## src/design/pund_pkg.sv

```systemverilog
// Shared constants, types and conversion functions for the pixel unpack / downscale block.
`default_nettype none

package pund_pkg;

    localparam int MAX_DIM = 4096;
    localparam int DIM_W = $clog2(MAX_DIM) + 1;   // holds 1..MAX_DIM
    localparam int POS_W = $clog2(MAX_DIM);       // holds 0..MAX_DIM-1
    localparam int WANT_W = 13;                   // wanted position wraps within 13 bits
    localparam int LAYOUT_W = 12;
    localparam int PIXEL_W = 32;
    localparam int CHAN_W = 8;
    localparam int CFG_IDX_W = 3;
    localparam int CFG_DATA_W = 13;

    typedef enum logic [CFG_IDX_W-1:0] {
        REG_RED_LAYOUT    = 3'd0,
        REG_GREEN_LAYOUT  = 3'd1,
        REG_BLUE_LAYOUT   = 3'd2,
        REG_SOURCE_WIDTH  = 3'd3,
        REG_SOURCE_HEIGHT = 3'd4,
        REG_TARGET_WIDTH  = 3'd5,
        REG_TARGET_HEIGHT = 3'd6
    } cfg_reg_t;

    // clamped frame sizes
    typedef struct packed {
        logic [DIM_W-1:0] sw;
        logic [DIM_W-1:0] sh;
        logic [DIM_W-1:0] tw;
        logic [DIM_W-1:0] th;
    } dims_t;

    // integer part and remainder of the source/target ratios
    typedef struct packed {
        logic [DIM_W-1:0] col_q;
        logic [DIM_W-1:0] col_r;
        logic [DIM_W-1:0] row_q;
        logic [DIM_W-1:0] row_r;
    } steps_t;

    typedef struct packed {
        logic emit;
        logic last;
    } scan_out_t;

    function automatic logic [DIM_W-1:0] clamp_dim(input logic [DIM_W-1:0] v,
                                                   input logic [DIM_W-1:0] hi);
        logic [DIM_W-1:0] r;
        if (v == '0) begin
            r = DIM_W'(1);
        end else if (v > hi) begin
            r = hi;
        end else begin
            r = v;
        end
        return r;
    endfunction

    // wanted += q, rem += m, carry when rem reaches tgt
    function automatic logic [2*WANT_W-1:0] step_wanted(input logic [WANT_W-1:0] wanted,
                                                        input logic [WANT_W-1:0] rem,
                                                        input logic [DIM_W-1:0] q,
                                                        input logic [DIM_W-1:0] m,
                                                        input logic [DIM_W-1:0] tgt);
        logic [WANT_W:0] r;
        logic [WANT_W-1:0] w;
        r = {1'b0, rem} + (WANT_W+1)'(m);
        w = wanted + WANT_W'(q);
        if (r >= (WANT_W+1)'(tgt)) begin
            r = r - (WANT_W+1)'(tgt);
            w = w + WANT_W'(1);
        end
        return {w, r[WANT_W-1:0]};
    endfunction

    // mask by offset/length, then align the field's top bits to an 8-bit channel
    function automatic logic [CHAN_W-1:0] channel_of(input logic [PIXEL_W-1:0] pixel,
                                                     input logic [LAYOUT_W-1:0] layout);
        logic [5:0] off;
        logic [5:0] len;
        logic [6:0] total;
        logic [6:0] shr;
        logic [3:0] shl;
        logic [PIXEL_W-1:0] v;
        logic [PIXEL_W-1:0] sv;
        off = layout[5:0];
        len = layout[11:6];
        total = {1'b0, off} + {1'b0, len};
        for (int i = 0; i < PIXEL_W; i++) begin
            v[i] = pixel[i] && (7'(i) >= {1'b0, off}) && (7'(i) < total);
        end
        if (total >= 7'(CHAN_W)) begin
            shr = total - 7'(CHAN_W);
            if (shr >= 7'(PIXEL_W)) begin
                sv = '0;
            end else begin
                sv = v >> shr[4:0];
            end
        end else begin
            shl = 4'(7'(CHAN_W) - total);
            sv = v << shl;
        end
        return sv[CHAN_W-1:0];
    endfunction

endpackage

`default_nettype wire

```

## src/design/pixel_unpack_nearest_downscale.sv

```systemverilog
// Top level: pixel unpack and nearest-neighbor downscale.
`default_nettype none

// Takes raw framebuffer words in raster order, one per clock while s_tready is high,
// and emits an RGB888 word for each output position whose nearest source pixel is
// the current one. A word passes through an input register and a result register
// before its result is on m_tvalid/m_tdata, and a new word is taken every cycle
// while the result side keeps up and no ratio recompute runs. The size ratios come
// from two 13-step serial dividers: after reset and after a write to a size
// register, s_tready stays low while they run; a size write that lands during
// a run starts one more run once that one ends. Input tuser marks the first word
// of a source frame; m_tlast marks the last word of the output frame.
module pixel_unpack_nearest_downscale (
    input  wire logic                              aclk,
    input  wire logic                              aresetn,
    // config write channel
    input  wire logic                              cfg_valid,
    output logic                                   cfg_ready,
    input  wire logic [pund_pkg::CFG_IDX_W-1:0]    cfg_index,
    input  wire logic [pund_pkg::CFG_DATA_W-1:0]   cfg_data,
    // source pixels
    input  wire logic                              s_tvalid,
    output logic                                   s_tready,
    input  wire logic [31:0]                       s_tdata,  // [31:0] pixel_word
    input  wire logic                              s_tuser,  // [0] frame_start
    // output pixels
    output logic                                   m_tvalid,
    input  wire logic                              m_tready,
    output logic [23:0]                            m_tdata,  // [7:0] red_byte,
                                                             // [15:8] green_byte,
                                                             // [23:16] blue_byte
    output logic                                   m_tlast   // frame_last
);

    localparam int DIM_W = pund_pkg::DIM_W;
    localparam int LAYOUT_W = pund_pkg::LAYOUT_W;
    localparam int CHAN_W = pund_pkg::CHAN_W;

    logic [LAYOUT_W-1:0] red_layout_reg, green_layout_reg, blue_layout_reg;
    logic [DIM_W-1:0]    src_width_reg, src_height_reg, tgt_width_reg, tgt_height_reg;
    logic                dirty_reg;
    pund_pkg::dims_t     dims_reg, dims_next;
    pund_pkg::steps_t    steps;
    logic [DIM_W-1:0]    col_q, col_r, row_q, row_r;
    logic                col_busy, row_busy, div_busy, div_start, cfg_write, size_write;

    logic                           s1_valid_reg, s1_valid_next;
    logic [pund_pkg::PIXEL_W-1:0]   s1_pixel_reg;
    logic                           s1_start_reg;
    logic                           accept, advance;

    pund_pkg::scan_out_t  scan_status;
    logic [CHAN_W-1:0]    red_byte, green_byte, blue_byte;

    logic                 m_valid_reg, m_valid_next;
    logic [23:0]          m_data_reg;
    logic                 m_last_reg;

    // configuration
    assign cfg_ready = 1'b1;
    assign cfg_write = cfg_valid && cfg_ready;

    always_comb begin
        size_write = 1'b0;
        case (pund_pkg::cfg_reg_t'(cfg_index))
            pund_pkg::REG_SOURCE_WIDTH,
            pund_pkg::REG_SOURCE_HEIGHT,
            pund_pkg::REG_TARGET_WIDTH,
            pund_pkg::REG_TARGET_HEIGHT: size_write = cfg_write;
            default: size_write = 1'b0;
        endcase
    end

    always_ff @(posedge aclk) begin
        if (!aresetn) begin
            red_layout_reg <= LAYOUT_W'(651);
            green_layout_reg <= LAYOUT_W'(389);
            blue_layout_reg <= LAYOUT_W'(320);
            src_width_reg <= DIM_W'(640);
            src_height_reg <= DIM_W'(480);
            tgt_width_reg <= DIM_W'(640);
            tgt_height_reg <= DIM_W'(480);
        end else if (cfg_write) begin
            case (pund_pkg::cfg_reg_t'(cfg_index))
                pund_pkg::REG_RED_LAYOUT:    red_layout_reg <= cfg_data[LAYOUT_W-1:0];
                pund_pkg::REG_GREEN_LAYOUT:  green_layout_reg <= cfg_data[LAYOUT_W-1:0];
                pund_pkg::REG_BLUE_LAYOUT:   blue_layout_reg <= cfg_data[LAYOUT_W-1:0];
                pund_pkg::REG_SOURCE_WIDTH:  src_width_reg <= cfg_data[DIM_W-1:0];
                pund_pkg::REG_SOURCE_HEIGHT: src_height_reg <= cfg_data[DIM_W-1:0];
                pund_pkg::REG_TARGET_WIDTH:  tgt_width_reg <= cfg_data[DIM_W-1:0];
                pund_pkg::REG_TARGET_HEIGHT: tgt_height_reg <= cfg_data[DIM_W-1:0];
                default: ;
            endcase
        end
    end

    // size clamping and ratio recompute
    always_comb begin
        dims_next.sw = pund_pkg::clamp_dim(src_width_reg, DIM_W'(pund_pkg::MAX_DIM));
        dims_next.sh = pund_pkg::clamp_dim(src_height_reg, DIM_W'(pund_pkg::MAX_DIM));
        dims_next.tw = pund_pkg::clamp_dim(tgt_width_reg, dims_next.sw);
        dims_next.th = pund_pkg::clamp_dim(tgt_height_reg, dims_next.sh);
    end

    assign div_busy = col_busy || row_busy;
    assign div_start = dirty_reg && !div_busy;

    always_ff @(posedge aclk) begin
        if (!aresetn) begin
            dirty_reg <= 1'b1;
        end else begin
            dirty_reg <= size_write || (dirty_reg && div_busy);
        end
    end

    always_ff @(posedge aclk) begin
        if (div_start) begin
            dims_reg <= dims_next;
        end
    end

    pund_divider u_col_div (
        .aclk      (aclk),
        .aresetn   (aresetn),
        .start     (div_start),
        .dividend  (dims_next.sw),
        .divisor   (dims_next.tw),
        .busy      (col_busy),
        .quotient  (col_q),
        .remainder (col_r)
    );

    pund_divider u_row_div (
        .aclk      (aclk),
        .aresetn   (aresetn),
        .start     (div_start),
        .dividend  (dims_next.sh),
        .divisor   (dims_next.th),
        .busy      (row_busy),
        .quotient  (row_q),
        .remainder (row_r)
    );

    assign steps = {col_q, col_r, row_q, row_r};

    // input register
    assign advance = s1_valid_reg && (!m_valid_reg || m_tready);
    assign s_tready = !dirty_reg && !div_busy && (!s1_valid_reg || advance);
    assign accept = s_tvalid && s_tready;

    always_comb begin
        s1_valid_next = s1_valid_reg;
        if (accept) begin
            s1_valid_next = 1'b1;
        end else if (advance) begin
            s1_valid_next = 1'b0;
        end
    end

    always_ff @(posedge aclk) begin
        if (!aresetn) begin
            s1_valid_reg <= 1'b0;
        end else begin
            s1_valid_reg <= s1_valid_next;
        end
    end

    always_ff @(posedge aclk) begin
        if (accept) begin
            s1_pixel_reg <= s_tdata;
            s1_start_reg <= s_tuser;
        end
    end

    pund_scan u_scan (
        .aclk        (aclk),
        .aresetn     (aresetn),
        .advance     (advance),
        .frame_start (s1_start_reg),
        .dims        (dims_reg),
        .steps       (steps),
        .status      (scan_status)
    );

    pund_unpack u_unpack (
        .pixel        (s1_pixel_reg),
        .red_layout   (red_layout_reg),
        .green_layout (green_layout_reg),
        .blue_layout  (blue_layout_reg),
        .red_byte     (red_byte),
        .green_byte   (green_byte),
        .blue_byte    (blue_byte)
    );

    // result register
    always_comb begin
        m_valid_next = m_valid_reg;
        if (advance) begin
            m_valid_next = scan_status.emit;
        end else if (m_tready) begin
            m_valid_next = 1'b0;
        end
    end

    always_ff @(posedge aclk) begin
        if (!aresetn) begin
            m_valid_reg <= 1'b0;
        end else begin
            m_valid_reg <= m_valid_next;
        end
    end

    always_ff @(posedge aclk) begin
        if (advance && scan_status.emit) begin
            m_data_reg <= {blue_byte, green_byte, red_byte};
            m_last_reg <= scan_status.last;
        end
    end

    assign m_tvalid = m_valid_reg;
    assign m_tdata = m_data_reg;
    assign m_tlast = m_last_reg;

`ifndef SYNTHESIS
    a_no_accept_while_dividing: assert property (@(posedge aclk) disable iff (!aresetn)
        div_busy |-> !s_tready)
        else $error("input word taken while size ratios recompute");

    a_result_not_overwritten: assert property (@(posedge aclk) disable iff (!aresetn)
        (m_valid_reg && !m_tready) |-> !advance)
        else $error("stalled result word overwritten");

    a_stage_fill_from_accept: assert property (@(posedge aclk) disable iff (!aresetn)
        $rose(s1_valid_reg) |-> $past(s_tvalid && s_tready))
        else $error("input register filled without a handshake");
`endif

endmodule

`default_nettype wire

```

## src/design/pund_divider.sv

```systemverilog
// Bit-serial restoring divider for the source/target size ratios.
`default_nettype none

module pund_divider (
    input  wire logic                       aclk,
    input  wire logic                       aresetn,
    input  wire logic                       start,
    input  wire logic [pund_pkg::DIM_W-1:0] dividend,
    input  wire logic [pund_pkg::DIM_W-1:0] divisor,
    output logic                            busy,
    output logic [pund_pkg::DIM_W-1:0]      quotient,
    output logic [pund_pkg::DIM_W-1:0]      remainder
);

    localparam int CNT_W = $clog2(pund_pkg::DIM_W + 1);

    logic                       busy_reg, busy_next;
    logic [CNT_W-1:0]           cnt_reg, cnt_next;
    logic [pund_pkg::DIM_W-1:0] quo_reg, quo_next;
    logic [pund_pkg::DIM_W-1:0] rem_reg, rem_next;
    logic [pund_pkg::DIM_W-1:0] den_reg, den_next;
    logic [pund_pkg::DIM_W:0]   trial;
    logic [pund_pkg::DIM_W:0]   diff;
    logic                       fits;

    always_comb begin
        trial = {rem_reg, quo_reg[pund_pkg::DIM_W-1]};
        diff = trial - {1'b0, den_reg};
        fits = trial >= {1'b0, den_reg};
        busy_next = busy_reg;
        cnt_next = cnt_reg;
        quo_next = quo_reg;
        rem_next = rem_reg;
        den_next = den_reg;
        if (start) begin
            busy_next = 1'b1;
            cnt_next = CNT_W'(pund_pkg::DIM_W);
            quo_next = dividend;
            rem_next = '0;
            den_next = divisor;
        end else if (busy_reg) begin
            quo_next = {quo_reg[pund_pkg::DIM_W-2:0], fits};
            rem_next = fits ? diff[pund_pkg::DIM_W-1:0] : trial[pund_pkg::DIM_W-1:0];
            cnt_next = cnt_reg - CNT_W'(1);
            busy_next = cnt_reg != CNT_W'(1);
        end
    end

    always_ff @(posedge aclk) begin
        if (!aresetn) begin
            busy_reg <= 1'b0;
            cnt_reg <= '0;
        end else begin
            busy_reg <= busy_next;
            cnt_reg <= cnt_next;
        end
    end

    always_ff @(posedge aclk) begin
        quo_reg <= quo_next;
        rem_reg <= rem_next;
        den_reg <= den_next;
    end

    assign busy = busy_reg;
    assign quotient = quo_reg;
    assign remainder = rem_reg;

endmodule

`default_nettype wire

```

## src/design/pund_scan.sv

```systemverilog
// Source/output position counters and nearest-neighbor selection.
`default_nettype none

module pund_scan (
    input  wire logic               aclk,
    input  wire logic               aresetn,
    input  wire logic               advance,
    input  wire logic               frame_start,
    input  wire pund_pkg::dims_t    dims,
    input  wire pund_pkg::steps_t   steps,
    output pund_pkg::scan_out_t     status
);

    localparam int POS_W = pund_pkg::POS_W;
    localparam int WANT_W = pund_pkg::WANT_W;
    localparam int DIM_W = pund_pkg::DIM_W;

    logic [POS_W-1:0]  src_col_reg, src_col_next;
    logic [POS_W-1:0]  src_row_reg, src_row_next;
    logic [POS_W-1:0]  out_col_reg, out_col_next;
    logic [POS_W-1:0]  out_row_reg, out_row_next;
    logic [WANT_W-1:0] want_col_reg, want_col_next;
    logic [WANT_W-1:0] col_rem_reg, col_rem_next;
    logic [WANT_W-1:0] want_row_reg, want_row_next;
    logic [WANT_W-1:0] row_rem_reg, row_rem_next;

    logic [POS_W-1:0]  src_col, src_row, out_col, out_row;
    logic [WANT_W-1:0] want_col, col_rem, want_row, row_rem;
    logic              col_hit, row_hit;
    logic [2*WANT_W-1:0] col_step, row_step;

    always_comb begin
        // frame start clears everything before this pixel is looked at
        src_col = frame_start ? '0 : src_col_reg;
        src_row = frame_start ? '0 : src_row_reg;
        out_col = frame_start ? '0 : out_col_reg;
        out_row = frame_start ? '0 : out_row_reg;
        want_col = frame_start ? '0 : want_col_reg;
        col_rem = frame_start ? '0 : col_rem_reg;
        want_row = frame_start ? '0 : want_row_reg;
        row_rem = frame_start ? '0 : row_rem_reg;

        col_hit = (WANT_W'(src_col) == want_col) && (DIM_W'(out_col) < dims.tw);
        row_hit = (WANT_W'(src_row) == want_row) && (DIM_W'(out_row) < dims.th);

        status.emit = col_hit && row_hit;
        status.last = (DIM_W'(out_row) == dims.th - DIM_W'(1))
                   && (DIM_W'(out_col) == dims.tw - DIM_W'(1));

        col_step = pund_pkg::step_wanted(want_col, col_rem, steps.col_q, steps.col_r, dims.tw);
        row_step = pund_pkg::step_wanted(want_row, row_rem, steps.row_q, steps.row_r, dims.th);

        src_col_next = src_col;
        src_row_next = src_row;
        out_col_next = out_col;
        out_row_next = out_row;
        want_col_next = want_col;
        col_rem_next = col_rem;
        want_row_next = want_row;
        row_rem_next = row_rem;

        if (col_hit) begin
            out_col_next = out_col + POS_W'(1);
            want_col_next = col_step[2*WANT_W-1:WANT_W];
            col_rem_next = col_step[WANT_W-1:0];
        end

        if (DIM_W'(src_col) >= dims.sw - DIM_W'(1)) begin
            src_col_next = '0;
            out_col_next = '0;
            want_col_next = '0;
            col_rem_next = '0;
            if (row_hit) begin
                out_row_next = out_row + POS_W'(1);
                want_row_next = row_step[2*WANT_W-1:WANT_W];
                row_rem_next = row_step[WANT_W-1:0];
            end
            if (DIM_W'(src_row) >= dims.sh - DIM_W'(1)) begin
                // end of source frame: start over by itself
                src_row_next = '0;
                out_row_next = '0;
                want_row_next = '0;
                row_rem_next = '0;
            end else begin
                src_row_next = src_row + POS_W'(1);
            end
        end else begin
            src_col_next = src_col + POS_W'(1);
        end
    end

    always_ff @(posedge aclk) begin
        if (!aresetn) begin
            src_col_reg <= '0;
            src_row_reg <= '0;
            out_col_reg <= '0;
            out_row_reg <= '0;
            want_col_reg <= '0;
            col_rem_reg <= '0;
            want_row_reg <= '0;
            row_rem_reg <= '0;
        end else if (advance) begin
            src_col_reg <= src_col_next;
            src_row_reg <= src_row_next;
            out_col_reg <= out_col_next;
            out_row_reg <= out_row_next;
            want_col_reg <= want_col_next;
            col_rem_reg <= col_rem_next;
            want_row_reg <= want_row_next;
            row_rem_reg <= row_rem_next;
        end
    end

endmodule

`default_nettype wire

```

## src/design/pund_unpack.sv

```systemverilog
// Extracts the three RGB888 channels from a raw pixel word.
`default_nettype none

module pund_unpack (
    input  wire logic [pund_pkg::PIXEL_W-1:0]  pixel,
    input  wire logic [pund_pkg::LAYOUT_W-1:0] red_layout,
    input  wire logic [pund_pkg::LAYOUT_W-1:0] green_layout,
    input  wire logic [pund_pkg::LAYOUT_W-1:0] blue_layout,
    output logic [pund_pkg::CHAN_W-1:0]        red_byte,
    output logic [pund_pkg::CHAN_W-1:0]        green_byte,
    output logic [pund_pkg::CHAN_W-1:0]        blue_byte
);

    assign red_byte = pund_pkg::channel_of(pixel, red_layout);
    assign green_byte = pund_pkg::channel_of(pixel, green_layout);
    assign blue_byte = pund_pkg::channel_of(pixel, blue_layout);

endmodule

`default_nettype wire
```

## config.mk

```make
export PLATFORM = sky130hd
export DESIGN_NAME = pixel_unpack_nearest_downscale
export DESIGN_NICKNAME = d
export VERILOG_FILES = /design/src/design/pund_pkg.sv /design/src/design/pixel_unpack_nearest_downscale.sv /design/src/design/pund_divider.sv /design/src/design/pund_scan.sv /design/src/design/pund_unpack.sv
export SDC_FILE = /design/constraint.sdc
export NUM_CORES = 2
export LEC_CHECK = 0
export BUFFER_PORTS_ARGS = -buffer_cell sky130_fd_sc_hd__buf_2
export CAP_MARGIN = 25
export CORE_MARGIN = 10
export CORE_UTILIZATION = 30
export DETAILED_ROUTE_END_ITERATION = 8
export HOLD_SLACK_MARGIN = 0.15
export SLEW_MARGIN = 20
export SYNTH_ARGS = -nofsm -noshare
export SYNTH_HDL_FRONTEND = slang
export SYNTH_SLANG_ARGS = --single-unit
```

## constraint.sdc

```tcl
create_clock -name aclk -period 6.5 [get_ports aclk]
set_clock_uncertainty 0.15 [all_clocks]
set_input_delay 1.3 -clock aclk [delete_from_list [all_inputs] [get_ports aclk]]
set_output_delay 1.3 -clock aclk [all_outputs]
set_load 0.1 [all_outputs]
```

==> results.cfg <==
[status]
outcome = finished, final reports clean

[setup_path]
crit_type = register to register
crit_start = s1_start_reg
crit_arrival_ns = 5.97
critPathMaxStageDelay_ns = 0.49
worstPathMaxFanout = 16
cp.required_ns = 6.86
critPathLaunchType = register
r2r-start = s1_start_reg
crit_buf_inv = 3
ff2ff_setup_slack_ns = 0.89
worstReg2RegEnd = u_scan.col_rem_reg[0]
cp_top_family = compound AO/OA/AOI/OAI gates
rr_worst_depth = 22
crit_path_frequent_cell = a21o_1
worst_path_max_delay_cell = a21oi_2
worstPathCellList = buf_4, nor2b_1, ha_1, inv_1, fa_1, nor4bb_1, a31oi_1, a41oi_1, o21ai_0, a211oi_1, a21o_1, a21oi_1, xnor2_1, ha_1, a21o_1, a21o_1, a221oi_1, o31ai_1, a21oi_2, buf_4, o21ai_0, a32o_1
crit_path_end_kind = register

[cts]
insertion_delay_ns = 0.62
postCtsSetupBuffers = 0
ctsHoldBuffers = 0
clockBufferDepth = 3
cts_tree = built
cts_resized = 0
clk_pin_slew_ns = 0.06
cts_buffers = 45
clkSinkCount = 363
htreeDepth = 2
clockRootBuffer = clkbuf_16

[floorplan]
die_height_um = 346
rows = 119
ios = 82
die-area_um2 = 120000
die_w_um = 346
initial_utilization_pct = 30.2
coreArea_um2 = 105000

[pwr]
switchingPower_mw = 3.38
seqPwrFrac_pct = 34.4
ir_drop_mv = 0.173
comb_power_share_pct = 35.4
leakage_nw = 13.6
p_clk_share_pct = 30.3
powerDensity_nw_per_um2 = 249
p_int_mw = 5.36
switching_share_pct = 38.7

[global_routing]
grt_pass1_vias = 28700
grtUsageTotal_pct = 16.6
grt_overflow = 0
antenna_found_initial = 6
grt_pass1_wl_mm = 164
grt_start_max_net_pins = 101

[sta]
worst_pin_slew_ns = 1.05
slew_headroom_pct = 30.0
drv_slew = 0
fin_crit_sh_pct = 86.3
hold_viol = 0
setup_viol = 0
layout_setup_ws_ns = 0.889
min_period_ns = 5.61
rsz0062_at_grt = no
fmax_mhz = 178
finalSetupTns_ns = 0

[drt]
firstDrtPassIters = 8
routedWlPerCell_um = 19.2
drtIter0Drc = 3181
vias = 31000
wl_mm = 106
ant_nets = 0
drc_errors = 0
avgViaCountPerCell = 5.64

[job]
drv_cap = 0

[layout]
nets = 4352
largest_register_ffs = 32
area_growth_syn_to_layout_pct = 10.2
drive_gt1_share_pct = 7.73

[yosys]
yosys_warnings = 0
ys_seq_area_share_pct = 27.1
synthTopCellsByArea = dfxtp_1, edfxtp_1, ha_1, nand2_1, a21oi_1
syn-instance-count = 4119
syn-mean-instance-area_um2 = 7.73
yosysMostFrequentCell = nand2_1
synth_largest_area_cell = dfxtp_1
syn-cell-area_um2 = 31800
synth_edf_count = 136
yosysUniqueCellTypes = 111
ys_top_cells_by_count = nand2_1, nor2_1, a21oi_1
ys_ff_latch = 363
syn-num-nets = 4405
synth_ff_type = dfxtp_1
synthArstFlopShare_pct = 0
synth_top_cell_area_share_pct = 14.3

[hold_path]
hold_path_class = register to register
min_from = u_scan.row_rem_reg[12]
min_path_cells = 2
holdPathEnd = u_scan.row_rem_reg[12]

[placed_design]
dp.final_hpwl_mm = 78.6
numPortBuffers = 80
gp_congestion = 0.961
place_ws_ns = 0.965
-- tightest hold or removal path: cells and delay by family (launching register included) --
kind,cells,cell delay [ns]
and+or+nand+nor,2,0.09
DFF,1,0.30
-- metal layers --
layer | vias up | wire length (µm) | GRT usage [%]
met5 | - | 70 | 0
met4 | 10 | 3300 | 5.13
met3 | 214 | 7210 | 2.87
met2 | 1096 | 47200 | 26.6
met1 | 14700 | 47800 | 22.5
li1 | 15000 | - | -
-- power groups by stage --
stage	registers (mW)	logic (mW)	clock network (mW)
6_report	3.00	3.09	2.65
5_1_grt	3.03	3.43	2.80
4_1_cts	3.00	3.07	2.71
3_5_place_dp	3.04	3.05	0
3_3_place_gp	3.04	3.03	0
2_1_floorplan	2.95	2.31	0
-- cells in the final DEF, fill, tap and decap left out, drive strengths merged, types with 22 or more instances in the layout --
master and count:
mux2 28, nand3 132, and2 22, xor2 78
o2bb2ai 26, o211ai 63, a211oi 41, and3 42
clkbuf 52, or3 27, inv 189, a22oi 27
nor2b 137, dfxtp 227, nand2 579, o21ai 279
edfxtp 136, buf 123, nand4 67, nor2 335
a21o 54, nand2b 33, xnor2 135, a31oi 53
ha 222, nor3 117, mux2i 72, a21oi 305
nor4 47, o21a 36
-- cells by family (layout without fill, tap and decap cells) --
| group | after synthesis | after routing | synth area share (%) |
|---|---|---|---|
| muxes | 108 | 108 | 3.86 |
| xor gates and xnor gates | 213 | 213 | 5.86 |
| AOI/OAI and AO/OA | 1170 | 1170 | 24.3 |
| adders and majority gates | 233 | 233 | 9.39 |
| and+or+nand+nor | 1626 | 1626 | 24.4 |
| buffers and inverters | 405 | 389 | 5.06 |
| other | 1 | 2 | 0.0118 |
| DFF | 363 | 363 | 27.1 |
-- how the worst max path moves through the flow --
stage                            end  slack (ns)  cells past startpoint
3_5_place_dp   u_scan.col_rem_reg[0]        0.97                     22
2_1_floorplan        s1_pixel_reg[0]        0.02                      3
4_1_cts        u_scan.col_rem_reg[0]        0.93                     22
6_report       u_scan.col_rem_reg[0]        0.89                     22
5_1_grt        u_scan.col_rem_reg[5]        0.49                     23
3_3_place_gp   u_scan.col_rem_reg[2]        0.95                     23
-- layout make-up --
| type | instances | area (µm²) |
|---|---|---|
| repair buffers | 125 | 773 |
| multi-input cells | 3351 | 21700 |
| fillers | 11200 | 70300 |
| clock inverters | 33 | 388 |
| diodes | 1 | 2.50 |
| clock buffers | 51 | 1160 |
| well taps | 1391 | 1740 |
| inverters | 180 | 678 |
| flip-flops and latches | 363 | 8630 |
-- per-stage QoR --
step | cell area [µm²] | hold WS, ns | util (%) | std cells | total power, mW
2_1_floorplan | 31900 | 0.258 | - | 4119 | 5.26
3_3_place_gp | 33400 | 0.274 | 31.7 | 5405 | 6.07
3_5_place_dp | 33500 | 0.274 | 31.7 | 5406 | 6.09
4_1_cts | 35000 | 0.284 | 33.2 | 5490 | 8.78
5_1_grt | 35100 | 0.323 | 33.3 | 5495 | 9.26
6_report | 35100 | 0.282 | 33.3 | 5495 | 8.74
Note: power is estimated with default switching activity, not from simulation.
